### config.mk
export PLATFORM = sky130hd
export DESIGN_NAME = serial_frame_receiver_checksum_flat
export DESIGN_NICKNAME = d
export VERILOG_FILES = /design/src/hw/rtl/sfrc_pkg.sv /design/src/hw/rtl/sfrc_ifs.sv /design/src/hw/rtl/sfrc_front.sv /design/src/hw/rtl/sfrc_back.sv /design/src/hw/rtl/serial_frame_receiver_checksum.sv /design/src/flat_wrapper.sv
export SDC_FILE = /design/constraint.sdc
export NUM_CORES = 1
export LEC_CHECK = 0
export BUFFER_PORTS_ARGS = -buffer_cell sky130_fd_sc_hd__clkbuf_2
export CAP_MARGIN = 40
export CORE_UTILIZATION = 50
export DETAILED_ROUTE_END_ITERATION = 7
export HOLD_SLACK_MARGIN = 0.05
export PLACE_DENSITY_LB_ADDON = 0.1
export SLEW_MARGIN = 20
export SYNTH_ARGS = -nofsm -noshare
export SYNTH_HDL_FRONTEND = slang
export SYNTH_SLANG_ARGS = --single-unit
### constraint.sdc
create_clock -name clk -period 3.7 [get_ports clk]
set_input_delay 0.555 -clock clk [delete_from_list [all_inputs] [get_ports clk]]
set_output_delay 0.555 -clock clk [all_outputs]
set_load 0.01 [all_outputs]
### src/hw/rtl/sfrc_pkg.sv
// Shared constants and types of the serial frame receiver.
`default_nettype none
package sfrc_pkg;

	// Frame limits and field widths
	localparam int MAX_PAYLOAD = 64;
	localparam int IDX_W       = $clog2(MAX_PAYLOAD);
	localparam int LEN_W       = 7;
	localparam int BYTE_W      = 8;
	localparam int KIND_W      = 2;

	// Input word kinds
	localparam logic [KIND_W-1:0] KIND_BYTE    = 2'd0;
	localparam logic [KIND_W-1:0] KIND_ENABLE  = 2'd1;
	localparam logic [KIND_W-1:0] KIND_DISABLE = 2'd2;

	// Register map (index is paddr[2])
	localparam logic REG_START_MARKER = 1'b0;

	// Payload store write port, front to back
	typedef struct packed {
		logic              en;
		logic [IDX_W-1:0]  addr;
		logic [BYTE_W-1:0] data;
	} store_wr_t;

	// Burst request pushed into the queue after a good checksum
	typedef struct packed {
		logic             valid;
		logic [LEN_W-1:0] len;
	} burst_t;

	// Back-end status seen by the front end
	typedef struct packed {
		logic queued;
		logic busy;
	} back_stat_t;

endpackage
`default_nettype wire

### src/hw/rtl/sfrc_ifs.sv
// Valid/ready channel interfaces for input words and payload results.
`default_nettype none
interface sfrc_req_if;
	logic                              valid;
	logic                              ready;
	logic [sfrc_pkg::KIND_W-1:0]       kind;
	logic [sfrc_pkg::BYTE_W-1:0]       rx_byte;

	modport source (output valid, kind, rx_byte, input ready);
	modport sink   (input valid, kind, rx_byte, output ready);
endinterface

interface sfrc_rsp_if;
	logic                              valid;
	logic                              ready;
	logic [sfrc_pkg::BYTE_W-1:0]       payload_byte;
	logic [sfrc_pkg::LEN_W-1:0]        frame_length;
	logic                              last;

	modport source (output valid, payload_byte, frame_length, last, input ready);
	modport sink   (input valid, payload_byte, frame_length, last, output ready);
endinterface
`default_nettype wire

### src/hw/rtl/sfrc_front.sv
// Front end: accepts input words, runs the frame parser, fills the payload store.
`default_nettype none
module sfrc_front (
	input  wire logic                       clk,
	input  wire logic                       arst_n,
	input  wire logic [sfrc_pkg::BYTE_W-1:0] start_marker,
	sfrc_req_if.sink                        req,
	input  wire sfrc_pkg::back_stat_t       stat,
	output sfrc_pkg::store_wr_t             wr,
	output sfrc_pkg::burst_t                push
);
	import sfrc_pkg::*;

	localparam logic [1:0] PH_IDLE = 2'd0;
	localparam logic [1:0] PH_LEN  = 2'd1;
	localparam logic [1:0] PH_DATA = 2'd2;
	localparam logic [1:0] PH_SUM  = 2'd3;

	localparam logic [BYTE_W-1:0] MAX_LEN_B = BYTE_W'(MAX_PAYLOAD);

	logic [1:0]        phase_q;
	logic [LEN_W-1:0]  fill_q;
	logic [LEN_W-1:0]  exp_len_q;
	logic [BYTE_W-1:0] sum_q;
	logic              rx_on_q;

	logic              is_byte;
	logic              touches_store;
	logic              take;
	logic [LEN_W-1:0]  fill_nxt;
	logic [BYTE_W-1:0] sum_nxt;

	// A byte in payload or checksum phase waits until the previous burst drained
	assign is_byte       = (req.kind == KIND_BYTE) && rx_on_q;
	assign touches_store = is_byte && ((phase_q == PH_DATA) || (phase_q == PH_SUM));
	assign req.ready     = !(touches_store && (stat.queued || stat.busy));
	assign take          = req.valid && req.ready && is_byte;

	assign fill_nxt = fill_q + LEN_W'(1);
	assign sum_nxt  = sum_q + req.rx_byte;

	// Store write and burst push
	always_comb begin
		wr.en      = take && (phase_q == PH_DATA);
		wr.addr    = fill_q[IDX_W-1:0];
		wr.data    = req.rx_byte;
		push.valid = take && (phase_q == PH_SUM) && (sum_nxt == '0);
		push.len   = exp_len_q;
	end

	// Parser state
	always_ff @(posedge clk or negedge arst_n) begin
		if (!arst_n) begin
			phase_q   <= PH_IDLE;
			fill_q    <= '0;
			exp_len_q <= '0;
			sum_q     <= '0;
			rx_on_q   <= 1'b1;
		end else if (req.valid && req.ready) begin
			if (req.kind == KIND_ENABLE) begin
				rx_on_q <= 1'b1;
			end else if (req.kind == KIND_DISABLE) begin
				rx_on_q <= 1'b0;
			end else if (take) begin
				case (phase_q)
					PH_IDLE: begin
						if (req.rx_byte == start_marker) begin
							phase_q <= PH_LEN;
							sum_q   <= '0;
							fill_q  <= '0;
						end
					end
					PH_LEN: begin
						exp_len_q <= req.rx_byte[LEN_W-1:0];
						if ((req.rx_byte == '0) || (req.rx_byte > MAX_LEN_B)) begin
							phase_q <= PH_IDLE;
						end else begin
							phase_q <= PH_DATA;
						end
					end
					PH_DATA: begin
						fill_q <= fill_nxt;
						sum_q  <= sum_nxt;
						if (fill_nxt >= exp_len_q) begin
							phase_q <= PH_SUM;
						end
					end
					PH_SUM: begin
						sum_q   <= sum_nxt;
						phase_q <= PH_IDLE;
						if (sum_nxt == '0) begin
							rx_on_q <= 1'b0;
						end
					end
					default: phase_q <= PH_IDLE;
				endcase
			end
		end
	end

endmodule
`default_nettype wire

### src/hw/rtl/sfrc_back.sv
// Back end: burst queue, payload store and the result emitter.
`default_nettype none
module sfrc_back (
	input  wire logic                 clk,
	input  wire logic                 arst_n,
	input  wire sfrc_pkg::store_wr_t  wr,
	input  wire sfrc_pkg::burst_t     push,
	output sfrc_pkg::back_stat_t      stat,
	sfrc_rsp_if.source                rsp
);
	import sfrc_pkg::*;

	logic [BYTE_W-1:0] store_q [MAX_PAYLOAD];

	// One-entry burst queue
	logic             q_valid_q;
	logic [LEN_W-1:0] q_len_q;

	// Walker
	logic             busy_q;
	logic [LEN_W-1:0] len_q;
	logic [LEN_W-1:0] idx_q;

	// Read stage
	logic              valid_s1;
	logic [BYTE_W-1:0] data_s1;
	logic [LEN_W-1:0]  len_s1;
	logic              last_s1;

	// Output register
	logic              out_v_q;
	logic [BYTE_W-1:0] out_data_q;
	logic [LEN_W-1:0]  out_len_q;
	logic              out_last_q;

	logic move;
	logic issue;
	logic load;
	logic last_issue;

	assign move       = valid_s1 && (!out_v_q || rsp.ready);
	assign issue      = busy_q && (!valid_s1 || move);
	assign load       = !busy_q && q_valid_q;
	assign last_issue = ((idx_q + LEN_W'(1)) == len_q);

	assign stat.queued = q_valid_q;
	assign stat.busy   = busy_q;

	assign rsp.valid        = out_v_q;
	assign rsp.payload_byte = out_data_q;
	assign rsp.frame_length = out_len_q;
	assign rsp.last         = out_last_q;

	// Payload store (written by the parser, read by the walker) and the data of queue and stages
	always_ff @(posedge clk) begin
		if (wr.en) begin
			store_q[wr.addr] <= wr.data;
		end
		if (issue) begin
			data_s1 <= store_q[idx_q[IDX_W-1:0]];
			len_s1  <= len_q;
			last_s1 <= last_issue;
		end
		if (move) begin
			out_data_q <= data_s1;
			out_len_q  <= len_s1;
			out_last_q <= last_s1;
		end
		if (push.valid) begin
			q_len_q <= push.len;
		end
		if (load) begin
			len_q <= q_len_q;
		end
	end

	// Control: queue, walker and stage valids
	always_ff @(posedge clk or negedge arst_n) begin
		if (!arst_n) begin
			q_valid_q <= 1'b0;
			busy_q    <= 1'b0;
			idx_q     <= '0;
			valid_s1  <= 1'b0;
			out_v_q   <= 1'b0;
		end else begin
			if (push.valid) begin
				q_valid_q <= 1'b1;
			end else if (load) begin
				q_valid_q <= 1'b0;
			end

			if (load) begin
				busy_q <= 1'b1;
				idx_q  <= '0;
			end else if (issue) begin
				idx_q <= idx_q + LEN_W'(1);
				if (last_issue) begin
					busy_q <= 1'b0;
				end
			end

			if (issue) begin
				valid_s1 <= 1'b1;
			end else if (move) begin
				valid_s1 <= 1'b0;
			end

			if (move) begin
				out_v_q <= 1'b1;
			end else if (rsp.ready) begin
				out_v_q <= 1'b0;
			end
		end
	end

endmodule
`default_nettype wire

### src/hw/rtl/serial_frame_receiver_checksum.sv
// Top level of the serial frame receiver: register port, parser and result emitter.
//
//  channel   dir   handshake      word contents
//  req       in    valid/ready    kind, rx_byte
//  rsp       out   valid/ready    payload_byte, frame_length, last
//  apb       in    psel/penable   start_marker at byte address 0
//
// A byte in payload or checksum phase waits while an earlier frame's burst is still
// queued or being read from the store; other input words find req.ready high.
// A good frame's first word passes the burst queue, walker, store read stage and
// output register; then one word per cycle while rsp.ready is high; the single read
// port of the payload store sets this pace. The output register holds a word while
// rsp.ready is low; the parser takes words meanwhile, payload and checksum bytes
// once no burst is pending. arst_n clears all control state; store needs no clear.
`default_nettype none
module serial_frame_receiver_checksum (
	input  wire logic        clk,
	input  wire logic        arst_n,
	sfrc_req_if.sink         req,
	sfrc_rsp_if.source       rsp,
	input  wire logic        psel,
	input  wire logic        penable,
	input  wire logic        pwrite,
	input  wire logic [2:0]  paddr,
	input  wire logic [31:0] pwdata,
	output logic [31:0]      prdata,
	output logic             pready
);
	import sfrc_pkg::*;

	logic [BYTE_W-1:0] start_marker_q;
	store_wr_t         wr;
	burst_t            push;
	back_stat_t        stat;

	// Register port
	assign pready = 1'b1;
	assign prdata = (paddr[2] == REG_START_MARKER) ? {24'd0, start_marker_q} : 32'd0;

	always_ff @(posedge clk or negedge arst_n) begin
		if (!arst_n) begin
			start_marker_q <= '0;
		end else if (psel && penable && pwrite && (paddr[2] == REG_START_MARKER)) begin
			start_marker_q <= pwdata[BYTE_W-1:0];
		end
	end

	sfrc_front u_front (
		.clk          (clk),
		.arst_n       (arst_n),
		.start_marker (start_marker_q),
		.req          (req),
		.stat         (stat),
		.wr           (wr),
		.push         (push)
	);

	sfrc_back u_back (
		.clk    (clk),
		.arst_n (arst_n),
		.wr     (wr),
		.push   (push),
		.stat   (stat),
		.rsp    (rsp)
	);

	// A new burst only enters an empty, idle back end
	a_push_free: assert property (@(posedge clk) disable iff (!arst_n)
		push.valid |-> (!stat.queued && !stat.busy))
		else $error("burst pushed while back end occupied");

	// The store is never rewritten while a burst may still read it
	a_store_safe: assert property (@(posedge clk) disable iff (!arst_n)
		wr.en |-> (!stat.queued && !stat.busy))
		else $error("payload store written during burst");

	// A queued burst is picked up in the next cycle when the walker is idle
	a_queue_drain: assert property (@(posedge clk) disable iff (!arst_n)
		(stat.queued && !stat.busy) |=> (stat.busy && !stat.queued))
		else $error("queued burst not started");

	// Emitted lengths stay within the frame limit
	a_len_range: assert property (@(posedge clk) disable iff (!arst_n)
		rsp.valid |-> ((rsp.frame_length != '0) &&
			(rsp.frame_length <= LEN_W'(MAX_PAYLOAD))))
		else $error("frame length out of range");

endmodule
`default_nettype wire

### src/flat_wrapper.sv
// flat-port wrapper written by rule: the top's interface ports become plain ports
module serial_frame_receiver_checksum_flat import sfrc_pkg::*;
  (clk, arst_n, psel, penable, pwrite, paddr, pwdata, prdata, pready, req_valid, req_kind, req_rx_byte, req_ready, rsp_valid, rsp_payload_byte, rsp_frame_length, rsp_last, rsp_ready);
  sfrc_req_if req_i ();
  sfrc_rsp_if rsp_i ();
  input  wire logic clk;
  input  wire logic arst_n;
  input  wire logic psel;
  input  wire logic penable;
  input  wire logic pwrite;
  input  wire logic [2:0] paddr;
  input  wire logic [31:0] pwdata;
  output logic [31:0] prdata;
  output logic pready;
  input wire logic [$bits(req_i.valid)-1:0] req_valid;
  input wire logic [$bits(req_i.kind)-1:0] req_kind;
  input wire logic [$bits(req_i.rx_byte)-1:0] req_rx_byte;
  output wire logic [$bits(req_i.ready)-1:0] req_ready;
  output wire logic [$bits(rsp_i.valid)-1:0] rsp_valid;
  output wire logic [$bits(rsp_i.payload_byte)-1:0] rsp_payload_byte;
  output wire logic [$bits(rsp_i.frame_length)-1:0] rsp_frame_length;
  output wire logic [$bits(rsp_i.last)-1:0] rsp_last;
  input wire logic [$bits(rsp_i.ready)-1:0] rsp_ready;
  assign req_i.valid = req_valid;
  assign req_i.kind = req_kind;
  assign req_i.rx_byte = req_rx_byte;
  assign req_ready = req_i.ready;
  assign rsp_valid = rsp_i.valid;
  assign rsp_payload_byte = rsp_i.payload_byte;
  assign rsp_frame_length = rsp_i.frame_length;
  assign rsp_last = rsp_i.last;
  assign rsp_i.ready = rsp_ready;
  serial_frame_receiver_checksum u_core (.clk(clk), .arst_n(arst_n), .req(req_i), .rsp(rsp_i), .psel(psel), .penable(penable), .pwrite(pwrite), .paddr(paddr), .pwdata(pwdata), .prdata(prdata), .pready(pready));
endmodule
### Yosys cells after proc, flatten, opt, wreduce, memory -nomap -nowiden

Memory sizes are Yosys's and may differ from the RTL's. A register that Yosys moved wholly into a read port is not among the register bits.
Cells that the tools add are included.

* memories: 1
* register bits after elaboration: 82
* bits of input ports: 52
* memory bits (writable): 512

Memory list
* u_core.u_back.store_q: depth 64, width 8, read ports 1, clocked after Yosys merged registers in 1, write ports 1, line sfrc_back.sv:13 `logic [BYTE_W-1:0] store_q [MAX_PAYLOAD];`

* magnitude comparators: 2
* reductions and logical operators: 44
* equal/unequal tests: 9
* $add $sub $neg: 3
* bitwise gates (word level): 3
* muxes and demuxes: 27

Operators with widths (count)
* two-way mux 7 bit: 3
* AND reduction 6 bit: 3
* zero test 8 bit: 2
* two-way mux 1 bit: 16
* two-way mux 8 bit: 2
* one-hot mux 8 bit (2 select lines): 1
* adder 7 x 1 -> 7 bit (second input constant): 2
* logical AND 1 bit: 14
* one-hot mux 7 bit (2 select lines): 1
* nonzero test 2 bit: 7
* nonzero test 3 bit: 3
* adder 8 bit: 1
* equality test 8 bit: 1
* greater-than comparator 8 x 7 -> 1 bit (second input constant): 1
* one-hot mux 2 bit (4 select lines): 1
* equality test 7 bit: 1
* >= comparator 7 bit: 1
* equality test 2 bit (second input constant): 3
* two-way mux 2 bit: 3
* logical OR 1 bit: 5
* AND reduction 5 bit: 1
* equality test 2 x 1 -> 1 bit (second input constant): 2
* zero test 1 bit: 4
* zero test 2 bit: 2
* 6 further kinds: 8

### Depth between registers and ports, before layout

Gate-level depths: netlist of run 1.

* depth after elaboration: 10
* depth in mapped cells: 10

### By module

From an unflattened synthesis of run 1, not the netlist that was laid out.

* cell total of the unflattened synthesis: 1274
* area, all modules: 24434.7 um^2

Modules (own cells, without submodules)
* sfrc_back: area an instance 22012.4 um^2, cells an instance 1021, times used 1, seq. area each 17031.3 um^2
* sfrc_front: area an instance 1843.0 um^2, cells an instance 201, times used 1, seq. area each 626.9 um^2
* serial_frame_receiver_checksum: area an instance 579.3 um^2, cells an instance 52, times used 1, seq. area each 200.2 um^2

### Worst setup path before layout of run 1

Ideal clock, no wire load.

* path type: in2reg
* from: input port req_rx_byte[0]
* to: register u_core.u_back.q_len_q[0] (enable)
* setup time: 0.335 ns
* slack: 1.045 ns
* required time: 3.365 ns
* arrival: 2.320 ns
* cell stages on the path: 7
* cell sequence: ha_1 -> fa_1 -> a211o_1 -> a31o_1 -> a21oi_1 -> xor2_1 -> and3_1

RTL lines
* start, declared: line flat_wrapper.sv:17 `input wire logic [$bits(req_i.rx_byte)-1:0] req_rx_byte;`
* end signal, assigned: line sfrc_back.sv:70 `q_len_q <= push.len;`
* end, declared: line sfrc_back.sv:17 `logic [LEN_W-1:0] q_len_q;`

==> results by group, run 1 <==
Job
  – Max-cap violation count: 0

Logic synthesis
  – Cells after Synth: 1292
  – Cell taking the most area after synthesis: edfxtp_1
  – Syn Std Cell Area: 0.0241 sq mm
  – Async set-reset flop share out of synthesis: 0.0731
  – Register area share after synthesis: 0.741
  – Number of flops mapped to enable cells by yosys: 558
  – Syn Area/Cell: 18.7 sq um
  – Top FF cell, synth: edfxtp_1
  – Top-area cell type share of the netlist area: 0.695
  – Warnings from Yosys: 0
  – Largest cells by area after synthesis: edfxtp_1 (70%), mux4_2 (11%), dfrtp_1 (4.5%)
  – Synth Register Bits: 602
  – Library cells used by synthesis: 63

Final layout
  – Fin area: 0.0274 sq mm
  – Area of the multi-input gates: 0.00572 sq mm
  – Register area: 0.0179 sq mm
  – Area growth, synth to finish: 13.5%
  – Fin nets: 1501
  – Filler cell count: 3604
  – Layout cells sized above 1: 0.240
  – Ant diodes: 0

Floorplanning
  – Starting density of the core: 0.506
  – Die Y: 222 microns
  – Die Span X: 222 microns
  – Rows: 80
  – CORE AREA: 0.0476 sq mm
  – I/O pins: 103
  – Die Footprint: 0.0491 sq mm

Clocking
  – CTS tree: done
  – Post-CTS setup buffers: 0
  – Maximum clock path buffer count: 3
  – Clock sink count: 602
  – H-tree levels: 2
  – CTS buffer count: 60
  – Clock transition at path regs: 60 ps
  – CTS root buffer: clkbuf_16
  – Skew-Pair Late Insertion Delay: 630 ps

Power
  – Sw Ratio: 0.287
  – Int Pwr: 13.2 mW
  – PD cells: 678 mW/mm^2
  – Max VDD drop: 405 uV
  – P_sw: 5.32 mW
  – Comb power frac: 0.238
  – Clock share of power: 0.320
  – Sequential Power Share: 0.442
  – Lkg Pwr: 9.22 nW

Detailed routing
  – Wire per inst: 25.1 microns
  – DRC: 0
  – Final ANT Viol Nets: 0
  – First drt pass iteration count: 5
  – Vias: 12100
  – Initial DRC count: 1007
  – Vias per cell: 5.78
  – Final wirelength: 52600 microns

Timing
  – Fin. max-slew vios: 0
  – Slew @ Worst Pin: 836 ps
  – Fmax: 349 MHz
  – Unrepaired setup endpoints after global routing: no
  – Post-route minimum period: 2860 ps
  – Worst Skew: 26.0 ps
  – Setup TNS: 0 ps
  – Slew margin rel.: 0.441
  – Final period util: 0.774
  – Final setup viols: 0
  – Final Hold Vio Count: 0

GRT
  – Vias in the first global route: 12100
  – Pin count of the biggest net entering global routing: 68
  – Initial antenna violation count: 2
  – All-layer global routing usage: 0.218
  – Gr ovfl total: 0
  – First-pass GRT wire length: 78100 microns

Placed design
  – Placed cell areas: 0.0254 sq mm
  – Routability cong.: 0.818
  – HPWL Detailed: 32000 microns
  – # port buffers: 51

Critical path
  – CP Max Fanout: 43
  – WP data required: 4020 ps
  – Critical Path AT: 3190 ps
  – Setup crit end kind: flop
  – Critical path class: flop to flop
  – Startpoint Class: flop

Min path
  – Min-Delay Path Class: input pin to flop

Run status
  – Status: finished, final reports clean
## power groups by stage
stage | clock [mW] | sequential [mW] | combinational (mW)
final | 5.93 | 8.19 | 4.42
after detailed placement | 0 | 8.34 | 4.47
after global placement | 0 | 8.35 | 4.35
after floorplan | 0 | 8.05 | 3.32
after global routing | 6.32 | 8.23 | 4.77
after CTS | 6.07 | 8.19 | 4.49
## synth_stat cells (14+ instances only)
library cell / instances
edfxtp_1: 558
mux4_2: 118
nor2_1: 94
nand2_1: 57
dfrtp_1: 43
a22oi_1: 36
buf_4: 29
a21oi_1: 24
clkbuf_1: 22
o21ai_1: 20
ha_1: 19
xor2_1: 19
nand3_1: 18
o22ai_1: 17
mux2i_1: 16
inv_1: 15
buf_2: 14
## state kept, by name, summed over array words and instances (netlist names), 7 cells and up, named ones only
register,cells
u_core.start_marker_q,8
u_core.u_back.data_s1,8
u_core.u_back.idx_q,7
u_core.u_back.len_q,7
u_core.u_back.len_s1,7
u_core.u_back.q_len_q,7
u_core.u_back.rsp.frame_length,7
u_core.u_back.rsp.payload_byte,8
u_core.u_back.store_q,512
u_core.u_front.exp_len_q,7
u_core.u_front.fill_q,7
u_core.u_front.sum_q,8
## worst max-delay path: stages, from the launching register on
cell and delay [ps]:
dfrtp_4 730, buf_12 360, mux4_2 550, a22oi_1 420, nand2_1 90, a21oi_1 220
o22ai_1 120
## cells in the final DEF (no fill, tap or decap), types with 12 or more instances in the layout
cell,n
edfxtp_1,558
mux4_2,118
nor2_1,94
buf_4,78
clkbuf_16,60
nand2_1,57
clkbuf_2,51
dfrtp_1,41
a22oi_1,36
conb_1,25
a21oi_1,24
o21ai_1,20
clkbuf_1,20
xor2_1,19
ha_1,19
nand3_1,18
o22ai_1,17
mux2i_1,16
inv_1,15
nor2b_1,13
xnor2_1,13
a22o_1,13
clkinv_1,12
## per-stage QoR
stage          hold WS, ps  setup slack (ps)  std cells  total power [mW]   util
6_report               172               835       2095              18.5  0.574
3_5_place_dp           405               515       1977              12.8  0.533
2_1_floorplan          259              1040       1315              11.4      -
3_3_place_gp           401               545       1974              12.7  0.531
5_1_grt                149               685       2095              19.3  0.574
4_1_cts                126               810       2091              18.8  0.573
## what timing repair did
item / 4_1_cts / 5_1_grt
hold buffers: 1 / 0
endpoints found under the hold margin: 29 / 0
gates resized for setup: 0 / 0
## layout make-up
class,instances,share of cell area
Clock buffer,84,0.0596
Clock inverter,29,0.0107
Inverter,17,0.00233
Multi-Input combinational cell,610,0.209
Sequential cell,602,0.653
Tap cell,615,0.0281
Timing Repair Buffer,138,0.0369
## worst paths after layout
| path | startpoint | endpoint | depth (start not counted) | slack [ps] |
|---|---|---|---|---|
| setup / recovery | u_core.u_back.idx_q[0]$_DFFE_PN0P_ | u_core.u_back.data_s1[1]$_DFFE_PP_ | 6 | 840 |
| hold / removal | pwdata[7] | u_core.start_marker_q[7]$_DFFE_PN0P_ | 2 | 170 |
| setup reg to reg | u_core.u_back.idx_q[0]$_DFFE_PN0P_ | u_core.u_back.data_s1[1]$_DFFE_PP_ | 6 | 840 |
| hold reg to reg | u_core.u_back.len_s1[1]$_DFFE_PP_ | u_core.u_back.rsp.frame_length[1]$_DFFE_PP_ | 0 | 410 |
| max in group asynchronous | arst_n | u_core.u_front.rx_on_q$_DFFE_PN1P_ | 4 | 2670 |
| min in group asynchronous | arst_n | u_core.u_back.busy_q$_DFFE_PN0P_ | 2 | 290 |
## metal layers
metal	share of wire	vias up	global-route usage	wire length [microns]
met5	0	-	0	0
met4	0.020	0	0.0578	1060
met3	0.053	69	0.0370	2790
met2	0.49	315	0.348	25600
met1	0.44	6308	0.315	23200
li1	-	5416	-	-
## kinds of logic (layout without fill, tap and decap cells)
| family | count (synthesis) | count (layout) | share of synthesized area |
|---|---|---|---|
| buf+inv | 103 | 268 | 0.0256 |
| other cells | 2 | 25 | 0.000311 |
| simple gates | 231 | 231 | 0.0446 |
| fa+ha+maj | 20 | 20 | 0.0107 |
| mux | 145 | 145 | 0.123 |
| xor+xnor | 32 | 32 | 0.0116 |
| flops | 602 | 602 | 0.741 |
| compound gates | 157 | 157 | 0.0432 |
Power figures use the tool's default switching activity.
==> run 2: changes to the inputs <==
==> constraint.sdc (replaced) <==
create_clock -name clk -period 2.65 [get_ports clk]
set_input_delay 0.3975 -clock clk [delete_from_list [all_inputs] [get_ports clk]]
set_output_delay 0.3975 -clock clk [all_outputs]
set_load 0.01 [all_outputs]
==> run 2 against run 1 <==
Count of clock-buffer cells in the layout down 9. Wire length rose by 2.2%. Largest cell class unchanged. Non-clock buffer count rose by 58. Critical endpoint is now u_core.u_back.data_s1[6]$_DFFE_PP_. First-iteration DRC count up 7.7%.
==> results by group, run 2 (same netlist as run 1, synthesis figures left out) <==
GRT
  – Initial antenna violation count: 1
  – Pin count of the biggest net entering global routing: 68
  – Gr ovfl total: 0
  – All-layer global routing usage: 0.224
  – First-pass GRT wire length: 80400 microns
  – Vias in the first global route: 12600

Timing
  – Slew margin rel.: 0.446
  – Final Hold Vio Count: 0
  – Worst Skew: 15.5 ps
  – Final period util: 0.952
  – Fin. max-slew vios: 0
  – Slew @ Worst Pin: 831 ps
  – Unrepaired setup endpoints after global routing: no
  – Fmax: 396 MHz
  – Post-route minimum period: 2520 ps
  – Setup TNS: 0 ps
  – Final setup viols: 0

Floorplanning
  – I/O pins: 103
  – Die Span X: 222 microns
  – Rows: 80
  – Starting density of the core: 0.506
  – Die Y: 222 microns
  – CORE AREA: 0.0476 sq mm
  – Die Footprint: 0.0491 sq mm

Final layout
  – Most common cell after layout, fill and taps aside: edfxtp_1
  – Area growth, synth to finish: 16.1%
  – Most frequent cells in the layout: edfxtp_1 (558), buf_4 (119), mux4_2 (118)
  – Layout cells sized above 1: 0.274
  – Fin nets: 1559
  – Biggest register: u_core.u_back.store_q
  – Layout Utilization: 0.587
  – Max FFs per register: 512

Clocking
  – CTS tree: done
  – CTS buffer count: 60
  – Maximum clock path buffer count: 3
  – Clock sink count: 602
  – CTS root buffer: clkbuf_16
  – Clock transition at path regs: 60 ps
  – H-tree levels: 2
  – Skew-Pair Late Insertion Delay: 620 ps

Critical path
  – Critical Path AT: 2880 ps
  – WP data required: 3000 ps
  – Critical path class: flop to flop
  – CP Max Fanout: 22
  – Startpoint Class: flop
  – Reg2reg setup slack: 130 ps
  – Setup crit end kind: flop

Detailed routing
  – Initial DRC count: 1085
  – Vias per cell: 5.72
  – DRC: 0
  – Wire per inst: 25.0 microns
  – Final ANT Viol Nets: 0
  – Vias: 12300
  – Final wirelength: 53800 microns
  – First drt pass iteration count: 5

Placed design
  – # port buffers: 51
  – Routability cong.: 0.822
  – HPWL Detailed: 33700 microns

Power
  – PD cells: 948 mW/mm^2
  – Max VDD drop: 544 uV
  – Lkg Pwr: 9.57 nW

Min path
  – Min-Delay Path Class: input pin to flop

Run status
  – Status: finished, final reports clean

Job
  – Max-cap violation count: 0
==> run 2: cell types whose count changed in the layout (fill, tap and decap cells not counted), sizes merged <==
cell,delta
bufinv,+2
clkbuf,-9
inv,+1
clkinvlp,+2
clkinv,+1
buf,+49
dlygate4sd3,+9
diode,+1
==> run 2: worst paths after layout <==
check | start | endpoint | depth (start not counted)
min in group asynchronous | arst_n | u_core.u_back.rsp.valid$_DFFE_PN0P_ | 2
worst max-delay path | u_core.u_back.idx_q[0]$_DFFE_PN0P_ | u_core.u_back.data_s1[6]$_DFFE_PP_ | 7
worst min-delay path | rsp_ready | u_core.u_back.rsp.valid$_DFFE_PN0P_ | 3
worst max register to register | u_core.u_back.idx_q[0]$_DFFE_PN0P_ | u_core.u_back.data_s1[6]$_DFFE_PP_ | 7
max in group asynchronous | arst_n | u_core.u_front.sum_q[3]$_DFFE_PN0P_ | 4
worst min register to register | u_core.u_back.q_len_q[4]$_DFFE_PP_ | u_core.u_back.len_q[4]$_DFFE_PP_ | 0
==> run 2: report_power, final <==
group          internal [mW]  switching [mW]  total (mW)
registers               10.9           0.415        11.3
clock network           4.97            3.52        8.49
logic                   3.14            3.62        6.76
==> run 2: cell type report <==
cell class,instances,area [sq um]
fillers,3646,19700
flip-flops and latches,602,17900
multi-input cells,610,5740
clock buffers,75,1610
repair buffers,196,1560
well taps,615,769
clock inverters,35,368
inverters,17,63.8
diodes,1,2.50
==> run 2: timing repair <==
item | 4_1_cts | 5_1_grt
setup endpoints to repair | 0 | 9
hold endpoints to repair | 32 | 0
hold buffers | 10 | 0
resized for setup | 0 | 5
buffers inserted | 0 | 1
==> run 2: metrics by stage <==
| step | hold WS, ps | cells | total power [mW] | area (sq um) | setup WS [ps] |
|---|---|---|---|---|---|
| global placement | 405 | 2029 | 18.2 | 25900 | -118 |
| detailed placement | 405 | 2029 | 18.3 | 25900 | -110 |
| global route | 106 | 2151 | 27.6 | 28000 | 2.51 |
| CTS | 52.4 | 2149 | 26.7 | 27900 | 111 |
| finish | 84.2 | 2151 | 26.5 | 28000 | 126 |
| floorplan | 102 | 1315 | 15.9 | 24200 | 152 |
==> run 2: worst max-delay path: stages (launching register included) <==
cell,delay (ps)
dfrtp_4,490
buf_12,230
buf_4,230
mux4_2,560
o22ai_1,360
o31ai_1,170
o311ai_1,110
o21ai_1,100
==> run 2: layer usage <==
metal,vias to the layer above,GRT usage,wire length (microns),part of all wire
met4,0,0.0824,1480,0.028
met3,84,0.0337,3080,0.057
met1,6400,0.322,23600,0.44
met5,-,0,0,0
met2,310,0.353,25600,0.48
li1,5520,-,-,-
==> run 3: changes to the inputs <==
--- a/config.mk
+++ b/config.mk
@@ -5,6 +5,7 @@
 export SDC_FILE = /design/constraint.sdc
 export NUM_CORES = 1
 export LEC_CHECK = 0
+export ABC_AREA = 1
 export BUFFER_PORTS_ARGS = -buffer_cell sky130_fd_sc_hd__clkbuf_2
 export CAP_MARGIN = 40
 export CORE_UTILIZATION = 50
==> constraint.sdc (replaced) <==
create_clock -name clk -period 2.7 [get_ports clk]
set_input_delay 0.405 -clock clk [delete_from_list [all_inputs] [get_ports clk]]
set_output_delay 0.405 -clock clk [all_outputs]
set_load 0.01 [all_outputs]
==> run 3 against run 2 <==
Count of clock-buffer cells in the layout shrank 1. Non-clock buffer count is 7 lower. Highest routed layer unchanged. Sequential share of layout area shrank 1.4 points. Clock power about the same. Area after synthesis increased by 4.1%. Critical path depth rose by 8. Register-to-register slack better by 170 ps. Critical path type unchanged. Fmax is 5.0% higher. Flip-flop and latch count unchanged. Via count increased by 33%. Final cell count rose by 38%.
==> results by group, run 3 <==
Run status
  – Status: finished, final reports clean

Clocking
  – Clock transition at path regs: 60 ps
  – H-tree levels: 2
  – CTS buffer count: 60
  – Maximum clock path buffer count: 3
  – CTS tree: done
  – CTS root buffer: clkbuf_16
  – Skew-Pair Late Insertion Delay: 630 ps
  – Clock sink count: 602

Detailed routing
  – First drt pass iteration count: 8
  – Wire per inst: 21.2 microns
  – Initial DRC count: 1411
  – Vias: 16400
  – Vias per cell: 5.52
  – Final ANT Viol Nets: 0
  – Final wirelength: 63000 microns
  – DRC: 0

Logic synthesis
  – Synth Register Bits: 602
  – Top-area cell type share of the netlist area: 0.668
  – Top-count cell post-synth: edfxtp_1
  – Cell taking the most area after synthesis: edfxtp_1
  – Async set-reset flop share out of synthesis: 0.0731
  – Warnings from Yosys: 0
  – Number of flops mapped to enable cells by yosys: 558
  – Syn Std Cell Area: 0.0251 sq mm
  – Top FF cell, synth: edfxtp_1
  – Syn Area/Cell: 11.8 sq um
  – Library cells used by synthesis: 36
  – Cells after Synth: 2130
  – Register area share after synthesis: 0.712
  – Largest cells by area after synthesis: edfxtp_1 (67%), nand2_1 (5.6%), nor2_1 (5.5%)
  – Synth cell count leaders: edfxtp_1 (558), nand2_1 (372), nor2_1 (368), o21ai_0 (225), o22ai_1 (133)

Final layout
  – Max FFs per register: 512
  – Fin nets: 2332
  – Layout cells sized above 1: 0.122
  – Layout Utilization: 0.581
  – Biggest register: u_core.u_back.store_q
  – Area growth, synth to finish: 14.0%
  – Most common cell after layout, fill and taps aside: edfxtp_1
  – Most frequent cells in the layout: edfxtp_1 (558), nand2_1 (372), nor2_1 (368)

GRT
  – All-layer global routing usage: 0.250
  – Initial antenna violation count: 0
  – Gr ovfl total: 0
  – Vias in the first global route: 16000
  – First-pass GRT wire length: 95000 microns
  – Pin count of the biggest net entering global routing: 132

Min path
  – Hold_sp: req_rx_byte[3]
  – Hold path cells: 3
  – Min-Delay Path Class: input pin to flop
  – Hold Path End: u_core.u_front.exp_len_q[3]$_DFFE_PN0P_

Timing
  – Post-route minimum period: 2400 ps
  – Final hold slack: 146 ps
  – Slew @ Worst Pin: 841 ps
  – Setup TNS: 0 ps
  – Final Hold Vio Count: 0
  – Worst Skew: 28.5 ps
  – Fmax: 416 MHz
  – Final setup viols: 0
  – Slew margin rel.: 0.439
  – Unrepaired setup endpoints after global routing: no
  – Final period util: 0.890
  – Fin. max-slew vios: 0

Power
  – Max VDD drop: 647 uV
  – PD cells: 971 mW/mm^2
  – P_sw: 9.68 mW
  – Sw Ratio: 0.348
  – Clock share of power: 0.305
  – Comb power frac: 0.303
  – Sequential Power Share: 0.392
  – Int Pwr: 18.1 mW
  – Lkg Pwr: 10.4 nW

Floorplanning
  – CORE AREA: 0.0493 sq mm
  – Rows: 81
  – Die Y: 226 microns
  – I/O pins: 103
  – Starting density of the core: 0.510
  – Die Footprint: 0.0511 sq mm
  – Die Span X: 226 microns

Critical path
  – Reg-to-Reg Start: u_core.u_front.fill_q[1]$_DFFE_PN0P_
  – Critical Path AT: 2890 ps
  – Setup crit end kind: flop
  – Critical path class: flop to flop
  – Reg2reg setup slack: 300 ps
  – Reg2reg path depth: 15
  – Max stage delay cell, worst path: dfrtp_1
  – CP Max Fanout: 7
  – WP data required: 3190 ps
  – CP max stage delay: 450 ps
  – Startpoint Class: flop
  – Crit path top cell by count: nand2_1
  – Critical Path, Cell by Cell: ha_1 -> nand2_1 -> inv_1 -> nand2_1 -> nor2_1 -> xnor2_1 -> inv_1 -> ha_1 -> nand2_1 -> nor2_1 -> nand2_1 -> nand4_1 -> nand3_1 -> o21ai_0 -> nand2_1

Placed design
  – HPWL Detailed: 37100 microns
  – Routability cong.: 0.881
  – # port buffers: 51

Job
  – Max-cap violation count: 0
[run 3: cell types whose count changed after synthesis, moves of 16 or more]
cell and change:
nand2_1 +315, nor2_1 +274, o21ai_0 +215, mux4_2 -118, o22ai_1 +116, nand3_1 +67, inv_1 +52, o21ai_1 +37
a22oi_1 -36, clkbuf_1 +24, buf_2 +21, mux2i_1 -16
[run 3: worst max-delay path: cells and delay by family (launching register included)]
family | cells | cell delay [ps]
AO/OA/AOI/OAI | 1 | 180
XOR/XNOR | 1 | 150
buffers and inverters | 2 | 180
adder cells (fa/ha/maj) | 2 | 510
flip-flops | 1 | 450
AND/OR/NAND/NOR | 9 | 800
[run 3: metrics by stage]
stage	setup slack, ps	instance area (sq um)	cells	power, mW
floorplan	423	25200	2153	17.0
global placement	100	26500	2849	19.4
detailed placement	178	26500	2849	19.5
CTS	223	28600	2973	28.0
global route	23.1	28600	2976	29.2
finish	297	28600	2977	27.8
[run 3: worst max path at each step]
stage | from | end | slack [ps]
floorplan | req_kind[0] | u_core.u_back.store_q[24][0]$_DFFE_PP_ | 420
global placement | req_rx_byte[0] | u_core.u_back.q_len_q[5]$_DFFE_PP_ | 100
detailed placement | req_rx_byte[0] | u_core.u_back.q_len_q[2]$_DFFE_PP_ | 180
CTS | u_core.u_front.fill_q[0]$_DFFE_PN0P_ | flop | 220
global route | u_core.u_front.fill_q[1]$_DFFE_PN0P_ | flop | 20
finish | u_core.u_front.fill_q[1]$_DFFE_PN0P_ | flop | 300
[run 3: cell type report]
cell class / instances / area (sq um)
diodes: 1 / 2.50
clock buffers: 74 / 1610
clock inverters: 40 / 395
fillers: 4120 / 20600
inverters: 70 / 272
multi-input cells: 1337 / 6140
flip-flops and latches: 602 / 17900
well taps: 664 / 831
repair buffers: 189 / 1510
[run 3: kinds of logic (layout without fill, tap and decap cells)]
group / count (synthesis) / count (layout) / share of synthesized area
adder cells (fa/ha/maj): 20 / 20 / 0.0103
flip-flops: 602 / 602 / 0.712
XOR/XNOR: 10 / 10 / 0.00349
other: 2 / 26 / 0.000299
buffers and inverters: 214 / 373 / 0.0474
AO/OA/AOI/OAI: 436 / 436 / 0.0943
AND/OR/NAND/NOR: 846 / 846 / 0.133
[run 3: what timing repair did]
action	CTS	global route
endpoints found under the setup margin	0	1
buffers inserted	0	0
resized for setup	0	1
hold buffers	10	0
endpoints found under the hold margin	26	0
[run 3: metal layers]
metal,up-vias,routed length [microns],GRT usage,share of wire
li1,7776,-,-,-
met1,8015,27100,0.343,0.43
met2,531,30200,0.410,0.48
met3,110,3900,0.0343,0.062
met4,0,1810,0.0876,0.029
met5,-,0,0,0
[run 3: power by group through the flow]
stage               registers, mW  clock network (mW)  logic, mW
finish                       10.9                8.47       8.43
global route                 10.9                8.94       9.32
CTS                          10.9                8.60       8.44
detailed placement           11.1                   0       8.41
global placement             11.1                   0       8.32
floorplan                    11.1                   0       5.91
